`config.mk`:
```
export PLATFORM = sky130hd
export DESIGN_NAME = pressure_sensor_command_slave
export DESIGN_NICKNAME = d
export VERILOG_FILES = /design/src/psc_pkg.sv /design/src/psc_cfg_regs.sv /design/src/psc_cmd_core.sv /design/src/psc_out_stage.sv /design/src/pressure_sensor_command_slave.sv
export SDC_FILE = /design/constraint.sdc
export NUM_CORES = 1
export LEC_CHECK = 0
export ABC_AREA = 1
export BUFFER_PORTS_ARGS = -buffer_cell sky130_fd_sc_hd__buf_2
export CORE_MARGIN = 4
export CORE_UTILIZATION = 25
export DETAILED_ROUTE_END_ITERATION = 10
export SLEW_MARGIN = 25
export SYNTH_ARGS = -nofsm -noshare
export SYNTH_HDL_FRONTEND = slang
export SYNTH_SLANG_ARGS = --single-unit
export TNS_END_PERCENT = 5
```
`constraint.sdc`:
```
create_clock -name clk -period 2.46 [get_ports clk]
set_input_delay 0.492 -clock clk [delete_from_list [all_inputs] [get_ports clk]]
set_output_delay 0.492 -clock clk [all_outputs]
set_load 0.01 [all_outputs]
```
`src/psc_pkg.sv`:
```
// ----------------------------------------------------------------------------
// psc_pkg
// Shared types and constants for the pressure sensor command slave: bus
// operation codes, command bytes, register indexes and reset values.
// ----------------------------------------------------------------------------
package psc_pkg;

  typedef enum logic [1:0] {
    OP_WRITE_BYTE  = 2'd0,
    OP_READ_BYTE   = 2'd1,
    OP_START_READ  = 2'd2,
    OP_START_WRITE = 2'd3
  } op_t;

  localparam logic [7:0] CMD_RESET_BYTE       = 8'h1e;
  localparam logic [7:0] CMD_CONV_PRESSURE    = 8'h40;
  localparam logic [7:0] CMD_CONV_TEMPERATURE = 8'h50;
  localparam logic [7:0] CMD_PROM_BASE        = 8'ha0;
  localparam logic [7:0] CMD_GROUP_MASK       = 8'hf0;
  localparam logic [7:0] CMD_ADC_BYTE         = 8'h00;

  localparam int CALIB_WORDS = 6;
  localparam int CFG_IDX_W   = 3;
  localparam int CFG_DATA_W  = 24;

  localparam logic [CFG_IDX_W-1:0] REG_PRESSURE_RAW    = 3'd6;
  localparam logic [CFG_IDX_W-1:0] REG_TEMPERATURE_RAW = 3'd7;

  localparam logic [15:0] CALIB_RESET [CALIB_WORDS] =
    '{16'd34982, 16'd36352, 16'd20328, 16'd22354, 16'd26646, 16'd26146};
  localparam logic [23:0] PRESSURE_RESET    = 24'd9085466;
  localparam logic [23:0] TEMPERATURE_RESET = 24'd8569150;

  localparam logic [2:0] PROM_ADDR_FIRST = 3'd1;
  localparam logic [2:0] PROM_ADDR_LAST  = 3'd6;

  typedef struct packed {
    logic [CALIB_WORDS-1:0][15:0] calib;
    logic [23:0]                  pressure_raw;
    logic [23:0]                  temperature_raw;
  } cfg_t;

endpackage

```
`src/psc_cfg_regs.sv`:
```
// ----------------------------------------------------------------------------
// psc_cfg_regs
// Configuration register file: calibration words and raw conversion values,
// written one register per configuration transaction.
// ----------------------------------------------------------------------------
module psc_cfg_regs import psc_pkg::*; (
  input  logic                  clk,
  input  logic                  rst,
  input  logic                  wr_en,
  input  logic [CFG_IDX_W-1:0]  wr_index,
  input  logic [CFG_DATA_W-1:0] wr_data,
  output cfg_t                  cfg
);

  cfg_t regs;

  always_ff @(posedge clk) begin
    if (rst) begin
      for (int i = 0; i < CALIB_WORDS; i++) begin
        regs.calib[i] <= CALIB_RESET[i];
      end
      regs.pressure_raw    <= PRESSURE_RESET;
      regs.temperature_raw <= TEMPERATURE_RESET;
    end else if (wr_en) begin
      if (wr_index == REG_PRESSURE_RAW) begin
        regs.pressure_raw <= wr_data;
      end else if (wr_index == REG_TEMPERATURE_RAW) begin
        regs.temperature_raw <= wr_data;
      end else begin
        regs.calib[wr_index] <= wr_data[15:0];
      end
    end
  end

  assign cfg = regs;

endmodule

```
`src/psc_cmd_core.sv`:
```
// ----------------------------------------------------------------------------
// psc_cmd_core
// Command decoder and response buffer. Updates the latched reading, response
// bytes, length and read position for each accepted transaction and forms the
// returned byte in the same cycle.
// ----------------------------------------------------------------------------
module psc_cmd_core import psc_pkg::*; (
  input  logic       clk,
  input  logic       rst,
  input  logic       step_en,
  input  op_t        op,
  input  logic [7:0] data_in,
  input  cfg_t       cfg,
  output logic [7:0] result
);

  logic [23:0]     latched_reading;
  logic [2:0][7:0] response_bytes;
  logic [1:0]      response_length;
  logic [1:0]      read_position;

  logic [23:0]     latched_reading_next;
  logic [2:0][7:0] response_bytes_next;
  logic [1:0]      response_length_next;
  logic [1:0]      read_position_next;

  logic [7:0]  group;
  logic [2:0]  prom_addr;
  logic [15:0] prom_word;
  logic        can_read;
  logic [7:0]  cur_byte;

  assign group     = data_in & CMD_GROUP_MASK;
  assign prom_addr = data_in[3:1];
  assign can_read  = read_position < response_length;

  always_comb begin
    prom_word = 16'd0;
    if (prom_addr >= PROM_ADDR_FIRST && prom_addr <= PROM_ADDR_LAST) begin
      prom_word = cfg.calib[prom_addr - PROM_ADDR_FIRST];
    end
  end

  always_comb begin
    case (read_position)
      2'd0:    cur_byte = response_bytes[0];
      2'd1:    cur_byte = response_bytes[1];
      2'd2:    cur_byte = response_bytes[2];
      default: cur_byte = 8'd0;
    endcase
  end

  always_comb begin
    latched_reading_next = latched_reading;
    response_bytes_next  = response_bytes;
    response_length_next = response_length;
    read_position_next   = read_position;
    result               = 8'd0;
    unique case (op)
      OP_WRITE_BYTE: begin
        if (data_in == CMD_RESET_BYTE || group == CMD_CONV_PRESSURE) begin
          latched_reading_next = cfg.pressure_raw;
          response_length_next = 2'd0;
        end else if (group == CMD_CONV_TEMPERATURE) begin
          latched_reading_next = cfg.temperature_raw;
          response_length_next = 2'd0;
        end else if (data_in == CMD_ADC_BYTE) begin
          response_bytes_next  = {latched_reading[7:0], latched_reading[15:8],
                                  latched_reading[23:16]};
          response_length_next = 2'd3;
          read_position_next   = 2'd0;
        end else if (group == CMD_PROM_BASE) begin
          response_bytes_next  = {response_bytes[2], prom_word[7:0], prom_word[15:8]};
          response_length_next = 2'd2;
          read_position_next   = 2'd0;
        end
      end
      OP_READ_BYTE: begin
        if (can_read) begin
          result             = cur_byte;
          read_position_next = read_position + 2'd1;
        end
      end
      OP_START_READ: begin
        read_position_next = 2'd0;
      end
      OP_START_WRITE: begin
      end
      default: begin
      end
    endcase
  end

  always_ff @(posedge clk) begin
    if (rst) begin
      latched_reading <= PRESSURE_RESET;
      response_bytes  <= '0;
      response_length <= 2'd0;
      read_position   <= 2'd0;
    end else if (step_en) begin
      latched_reading <= latched_reading_next;
      response_bytes  <= response_bytes_next;
      response_length <= response_length_next;
      read_position   <= read_position_next;
    end
  end

  // a response is never one byte long
  assert property (@(posedge clk) disable iff (rst) response_length != 2'd1)
    else $error("response length of one");

  // adc read rewinds and loads three bytes
  assert property (@(posedge clk) disable iff (rst)
    step_en && op == OP_WRITE_BYTE && data_in == CMD_ADC_BYTE
    |=> response_length == 2'd3 && read_position == 2'd0)
    else $error("adc read did not load response");

  // a nonzero byte only comes from a read inside the response
  assert property (@(posedge clk) disable iff (rst)
    result != 8'd0 |-> op == OP_READ_BYTE && can_read)
    else $error("byte returned outside a read");

endmodule

```
`src/psc_out_stage.sv`:
```
// ----------------------------------------------------------------------------
// psc_out_stage
// Two-entry output buffer (head plus skid) holding returned bytes, so the
// input ready depends only on registered state.
// ----------------------------------------------------------------------------
module psc_out_stage import psc_pkg::*; (
  input  logic       clk,
  input  logic       rst,
  input  logic       push,
  input  logic [7:0] push_data,
  output logic       space,
  output logic       head_valid,
  input  logic       pop,
  output logic [7:0] head_data
);

  logic       valid0;
  logic       valid1;
  logic [7:0] data0;
  logic [7:0] data1;

  assign space      = !valid1;
  assign head_valid = valid0;
  assign head_data  = data0;

  always_ff @(posedge clk) begin
    if (rst) begin
      valid0 <= 1'b0;
      valid1 <= 1'b0;
    end else if (valid1) begin
      if (pop) begin
        valid1 <= 1'b0;
      end
    end else if (valid0) begin
      if (push && !pop) begin
        valid1 <= 1'b1;
      end else if (!push && pop) begin
        valid0 <= 1'b0;
      end
    end else if (push) begin
      valid0 <= 1'b1;
    end
  end

  always_ff @(posedge clk) begin
    if (valid1) begin
      if (pop) begin
        data0 <= data1;
      end
    end else if (valid0) begin
      if (push && pop) begin
        data0 <= push_data;
      end else if (push) begin
        data1 <= push_data;
      end
    end else if (push) begin
      data0 <= push_data;
    end
  end

  // skid entry only holds data behind a full head
  assert property (@(posedge clk) disable iff (rst) valid1 |-> valid0)
    else $error("skid entry without head entry");

  // a push into a stalled head lands in the skid entry
  assert property (@(posedge clk) disable iff (rst)
    push && valid0 && !pop |=> valid1 && data1 == $past(push_data))
    else $error("stalled push lost");

  // draining the skid entry moves it to the head
  assert property (@(posedge clk) disable iff (rst)
    valid1 && pop |=> valid0 && !valid1 && data0 == $past(data1))
    else $error("skid entry not forwarded");

endmodule

```
`src/pressure_sensor_command_slave.sv`:
```
// ----------------------------------------------------------------------------
// pressure_sensor_command_slave
// Byte-level command slave of a pressure sensor: decodes command bytes,
// latches conversion values and returns ADC and PROM response bytes.
//
//   channel   signals                        direction
//   input     in_valid/in_ready op data_in   to block
//   output    out_valid/out_ready read_data  from block
//   config    cfg_valid/cfg_ready cfg_index  to block
//             cfg_data
//
// one transaction per cycle while in_ready is high; the returned byte is
// formed combinationally and registered in the output buffer. the two-entry
// output buffer keeps accepting while a byte waits; in_ready falls only
// when both entries are full. synchronous reset restores all registers but
// the output buffer data; config writes are always ready.
// ----------------------------------------------------------------------------
module pressure_sensor_command_slave import psc_pkg::*; (
  input  logic                  clk,
  input  logic                  rst,
  input  logic                  in_valid,
  output logic                  in_ready,
  input  logic [1:0]            op,
  input  logic [7:0]            data_in,
  output logic                  out_valid,
  input  logic                  out_ready,
  output logic [7:0]            read_data,
  input  logic                  cfg_valid,
  output logic                  cfg_ready,
  input  logic [CFG_IDX_W-1:0]  cfg_index,
  input  logic [CFG_DATA_W-1:0] cfg_data
);

  cfg_t       cfg;
  logic       accept;
  logic       space;
  logic [7:0] result;

  assign cfg_ready = 1'b1;
  assign in_ready  = space;
  assign accept    = in_valid && space;

  psc_cfg_regs u_cfg_regs (
    .clk      (clk),
    .rst      (rst),
    .wr_en    (cfg_valid),
    .wr_index (cfg_index),
    .wr_data  (cfg_data),
    .cfg      (cfg)
  );

  psc_cmd_core u_cmd_core (
    .clk     (clk),
    .rst     (rst),
    .step_en (accept),
    .op      (op_t'(op)),
    .data_in (data_in),
    .cfg     (cfg),
    .result  (result)
  );

  psc_out_stage u_out_stage (
    .clk        (clk),
    .rst        (rst),
    .push       (accept),
    .push_data  (result),
    .space      (space),
    .head_valid (out_valid),
    .pop        (out_ready),
    .head_data  (read_data)
  );

endmodule

```
== Word-level counts from Yosys, hierarchy flattened ==
Cells that the tools add are included.

* Register bits after elaboration: 214
* Latch bits: 0
* Memory bits (writable): 0
* Memory bits (read-only): 0
* Bits of input ports: 42
* Output and inout port bits: 11
* Logic and storage cells: 112
* Memories: 0

* $add $sub $neg: 2
* Multipliers: 0
* Div/mod/pow operators: 0
* Order comparisons: 6
* Equal/unequal tests: 16
* Shifts and indexed selects: 0
* Multiplexer cells: 36
* Bitwise logic cells: 6
* Reductions and logical operators: 28

{| class="wikitable"
|+ Operators with widths
! operator !! count
|-
| bitwise mux 96 bit || 1
|-
| two-way mux 24 bit || 3
|-
| two-way mux 16 bit || 4
|-
| two-way mux 8 bit || 7
|-
| binary-select mux 16 bit (select 3 bit) || 1
|-
| demux 16 bit (select 3 bit) || 1
|-
| one-hot mux 8 bit (3 select lines) || 1
|-
| two-way mux 2 bit || 9
|-
| AND reduction 3 bit || 5
|-
| AND reduction 5 bit || 2
|-
| equality test 4 x 3 -> 1 bit (second input constant) || 2
|-
| equality test 8 x 5 -> 1 bit (second input constant) || 1
|-
| logical NOT 8 bit || 1
|-
| < comparator 3 x 4 -> 1 bit (second input constant) || 2
|-
| two-way mux 1 bit || 8
|-
| equality test 3 bit (second input constant) || 2
|-
| greater-or-equal comparator 3 x 1 -> 1 bit (second input constant) || 2
|-
| logical AND 1 bit || 6
|-
| != test 2 bit (second input constant) || 3
|-
| NOT 1 bit || 6
|-
| one-hot mux 2 bit (3 select lines) || 1
|-
| AND reduction 6 bit || 1
|-
| nonzero test 3 bit || 2
|-
| equality test 2 x 1 -> 1 bit (second input constant) || 2
|-
| 16 further kinds || 21
|}

== Longest topological paths before layout ==
* Depth after elaboration: 7
* Gate-level depth with buffers: 13
* Mapped depth without buffers: 10

== Modules after synthesis ==
Synthesis repeated with hierarchy kept, for this count alone.

* Cell total of the unflattened synthesis: 1473
* Area total of the unflattened synthesis: 9905.8 µm²

{| class="wikitable"
|+ Modules (own cells, without submodules)
! module !! times used !! cells an instance !! area each (µm²)
|-
| psc_cfg_regs || 1 || 759 || 5451.5
|-
| psc_cmd_core || 1 || 652 || 3747.3
|-
| psc_out_stage || 1 || 58 || 688.2
|-
| pressure_sensor_command_slave || 1 || 4 || 18.8
|}

== Least setup slack after synthesis ==
OpenSTA, ideal clock, no wires.

* Path type: input to register
* From: input port data_in[1]
* To: register u_cmd_core.response_bytes[12] (netlist name)
* Arrival: 2.103 ns
* Setup slack: 0.293 ns
* Stages on the path: 13
* Cells stage by stage: buf_6 > inv_1 > buf_4 > buf_4 > ha_1 > inv_1 > clkbuf_1 > o21ai_0 > o21ai_0 > nor2_1 > nor2_1 > nor2_1 > nor2_1

* Longest elaborated chain between the ends: 6
* Elaborated cells on any way between the ends: 15
* Those cells by class: add/sub: 1; order compare: 2; eq/ne: 1; mux: 5; bitwise: 1; reduce/logical: 5

{| class="wikitable"
|+ Ends and longest elaborated chain
! item !! RTL line !! text
|-
| start, declared || pressure_sensor_command_slave.sv:24 || <nowiki>input logic [7:0] data_in,</nowiki>
|-
| subtractor 3 x 1 -> 3 bit || psc_cmd_core.sv:40 || <nowiki>prom_word = cfg.calib[prom_addr - PROM_ADDR_FIRST];</nowiki>
|-
| binary-select mux 16 bit (select 3 bit) || psc_cmd_core.sv:40 ||
|-
| two-way mux 16 bit (implied by the code) || psc_cmd_core.sv:40 ||
|-
| two-way mux 16 bit || psc_cmd_core.sv:39 || <nowiki>if (prom_addr >= PROM_ADDR_FIRST && prom_addr <= PROM_ADDR_LAST) begin</nowiki>
|-
| two-way mux 16 bit || psc_cmd_core.sv:72 || <nowiki>end else if (group == CMD_PROM_BASE) begin</nowiki>
|-
| two-way mux 24 bit || psc_cmd_core.sv:67 || <nowiki>end else if (data_in == CMD_ADC_BYTE) begin</nowiki>
|-
| end signal, assigned || psc_cmd_core.sv:102 || <nowiki>response_bytes <= response_bytes_next;</nowiki>
|-
| end, declared || psc_cmd_core.sv:18 || <nowiki>logic [2:0][7:0] response_bytes;</nowiki>
|}

Parallel ways exist; a longest one is shown, timed or not. The select of a mux whose other input is x is not followed.
A chain may end at the register's enable or synchronous reset.

== Final worst setup path ==
* From: register u_out_stage.valid1
* To: register u_cmd_core.response_bytes[6] (netlist name)

* Longest elaborated chain between the ends: 3

{| class="wikitable"
|+ Ends and longest elaborated chain
! item !! RTL line !! text
|-
| start, declared || psc_out_stage.sv:18 || <nowiki>logic valid1;</nowiki>
|-
| start signal, assigned || psc_out_stage.sv:29 || <nowiki>valid1 <= 1'b0;</nowiki>
|-
| start signal, assigned || psc_out_stage.sv:32 || <nowiki>valid1 <= 1'b0;</nowiki>
|-
| start signal, assigned || psc_out_stage.sv:36 || <nowiki>valid1 <= 1'b1;</nowiki>
|-
| logical NOT 1 bit || psc_out_stage.sv:22 || <nowiki>assign space = !valid1;</nowiki>
|-
| logical AND 1 bit || pressure_sensor_command_slave.sv:41 || <nowiki>assign accept = in_valid && space;</nowiki>
|-
| AND reduction 5 bit (no line) || -- ||
|}

No other way between the ends.

==> impl_metrics.yaml <==
outcome:
  status: "complete, no violations"
route:
  wl_per_cell_um: 15.3
  dr_total_vias: 8682
  drt-initial-drc-count: 757
  drc: 0
  ant_nets: 0
  drtPass1Iterations: 5
  routed_wirelength_um: 28900
  viasPerCell: 4.58
setup_path:
  endpoint_kind: "register"
  cp_max_fo: 31
  worstPathArrival_ns: 2.49
  path_class: "reg2reg"
  cp-start-kind: "register"
  worstPathRequired_ns: 2.88
pwr:
  p_leak_nw: 4.80
  powerDensity_nw_per_um2: 715
  peakVddDrop_v: 0.000364
yosys:
  ys_seq_area_share_pct: 46.6
  synth_cells: 1363
  synth_top_cell_area_share_pct: 41.6
  syn-num-nets: 1413
  ys.flop_type: "dfxtp_1"
  ys_types: 37
  ys_warn_count: 0
  synth_edf_count: 16
  synthTopCellsByArea: "dfxtp_1 (42%), nor2_1 (13%), nand2_1 (11%)"
  syn_area_per_cell_um2: 6.99
  ys_seq_elements: 214
  synth_top_area_cell: "dfxtp_1"
  netlist_area_um2: 9530
  async_flop_share_pct: 0
die:
  start_util_pct: 25.3
  fp.dieH_um: 203
  core_area_um2: 37700
  dieArea_um2: 41300
  pin_count: 53
  die_width_um: 203
  placementRows: 71
clock_network:
  cts_tree: "done"
  cts_setup_buffers: 0
  holdBufCountCts: 0
  cts_buffer_depth: 3
  cts-htree-levels: 1
  clk_pin_slew_ns: 0.06
  cts-resized-gates: 0
  clkLatencyLatePin_ns: 0.53
  cts-root-buf: "clkbuf_16"
  numCtsBuffers: 25
  cts_sinks: 214
global_routing:
  grt_overflow: 0
  grt_max_degree: 75
  track_usage_pct: 13.6
  first_global_vias: 8201
  grt_pass1_wl_um: 45400
  antenna_found_initial: 1
timing:
  setup_viol: 0
  clock_skew_ns: 0.0142
  slew_viol_final: 0
  relSlewSlack_pct: 39.4
  rsz0062_at_grt: "false"
  fin_crit_ns: 2.07
  fmax_mhz: 483
  hold_viol: 0
  finalSetupTns_ns: 0
  min_period_over_period_pct: 84.2
  worstMarginPinSlew_ns: 0.908
layout:
  nNetsFinal: 1418
  multiInputGateArea_um2: 4370
  area_delta_synth_final_pct: 14.7
  antenna_cells: 0
  drive_gt1_share_pct: 10.6
  fillers: 4143
  final_util_pct: 29.0
  seqCellArea_um2: 4440
place:
  gp_congestion: 0.837
  port_buffers: 51
  dp_hpwl_um: 19600
run:
  cap_violations: 0
worst_hold_path:
  hold_path_class: "in2reg"
-- path summary, 6_finish.rpt --
path	from	to	slack [ns]	cells after the start
max	u_out_stage.valid1	u_cmd_core.response_bytes[6]	0.39	9
max reg2reg	u_out_stage.valid1	u_cmd_core.response_bytes[6]	0.39	9
min reg2reg	u_cfg_regs.cfg[0]	u_cfg_regs.cfg[0]	0.45	2
min	cfg_data[19]	u_cfg_regs.cfg[43]	0.19	3
-- logic make-up after synthesis --
family / count (synthesis) / share of synthesized area [%]
xor+xnor: 1 / 0.171
buf+inv: 157 / 7.57
simple gates: 735 / 31.2
compound gates: 247 / 13.4
flops: 214 / 46.6
fa+ha+maj: 8 / 1.05
other cells: 1 / 0.0393
-- synthesized netlist by cell type, types with 2 or more instances --
cell / instances
a21oi_2: 2
o21ai_1: 19
nand2_2: 2
nand3_1: 81
a21oi_1: 20
buf_4: 8
buf_1: 4
clkbuf_2: 12
clkbuf_1: 46
nand3_2: 3
nor2_1: 336
buf_6: 6
nand2_1: 292
inv_2: 7
ha_1: 8
o21ai_2: 3
nand4_1: 2
o211ai_1: 2
buf_2: 19
inv_1: 51
o21ai_0: 192
nor2_8: 2
a31oi_1: 8
dfxtp_1: 198
nor2_2: 13
edfxtp_1: 16
-- worst max-delay path: stages (launching register included) --
cell and delay, ns:
dfxtp_1 0.41, inv_2 0.21, nand2_1 0.18, nor2_2 0.29
inv_2 0.14, nor2_4 0.12, buf_4 0.29, nand2_1 0.17
nor2_1 0.13, nor2_1 0.04
-- power by group --
group	internal (W)	switching (W)	total (W)
clock network	0.00199	0.00146	0.00345
logic	0.000216	0.000484	0.000700
registers	0.00362	0.0000536	0.00367
total	0.00582	0.00199	0.00782
-- metal layers --
metal  GRT usage [%]  part of all wire [%]  wire, um
met3            1.99                   5.9      1710
met2            22.4                    46     13200
met1            18.8                    46     13300
met4            3.44                   2.2       638
met5               0                 0.045        13
-- placed cells by master, fill, tap and decap left out, drive strengths merged --
cell,n
a21oi,22
a31oi,8
buf,74
clkbuf,35
clkinv,6
conb,1
dfxtp,198
edfxtp,16
ha,8
inv,63
nand2,295
nand3,84
nand4,2
nor2,352
nor3,1
o211ai,2
o21ai,214
o21bai,1
or2,1
xnor2,1
-- registers in the layout (all words and copies together), names as in the netlist --
| register | count |
|---|---|
| u_cfg_regs.cfg | 144 |
| u_cmd_core.response_bytes | 24 |
| u_out_stage.head_valid | 1 |
| u_cmd_core.response_length | 2 |
| u_cmd_core.latched_reading | 24 |
| u_out_stage.valid1 | 1 |
| u_out_stage.data1 | 8 |
| u_cmd_core.read_position | 2 |
| u_out_stage.head_data | 8 |
-- area by class of cell --
type / instances / share of cell area, %
clock inverters: 8 / 0.503
well taps: 511 / 5.85
clock buffers: 35 / 6.43
flip-flops and latches: 214 / 40.6
multi-input cells: 992 / 39.9
repair buffers: 74 / 4.48
inverters: 61 / 2.19
-- metrics by stage --
stage | instances | hold WS (ns) | area (um^2) | worst slack (ns) | power (W)
finish | 1895 | 0.193 | 10900 | 0.390 | 0.00782
global route | 1895 | 0.187 | 10900 | 0.194 | 0.00815
CTS | 1895 | 0.174 | 10900 | 0.405 | 0.00790
detailed placement | 1852 | 0.437 | 10200 | 0.333 | 0.00444
global placement | 1852 | 0.433 | 10200 | 0.336 | 0.00443
floorplan | 1363 | 0.424 | 9530 | 0.293 | 0.00420
Power figures use the tool's default switching activity.
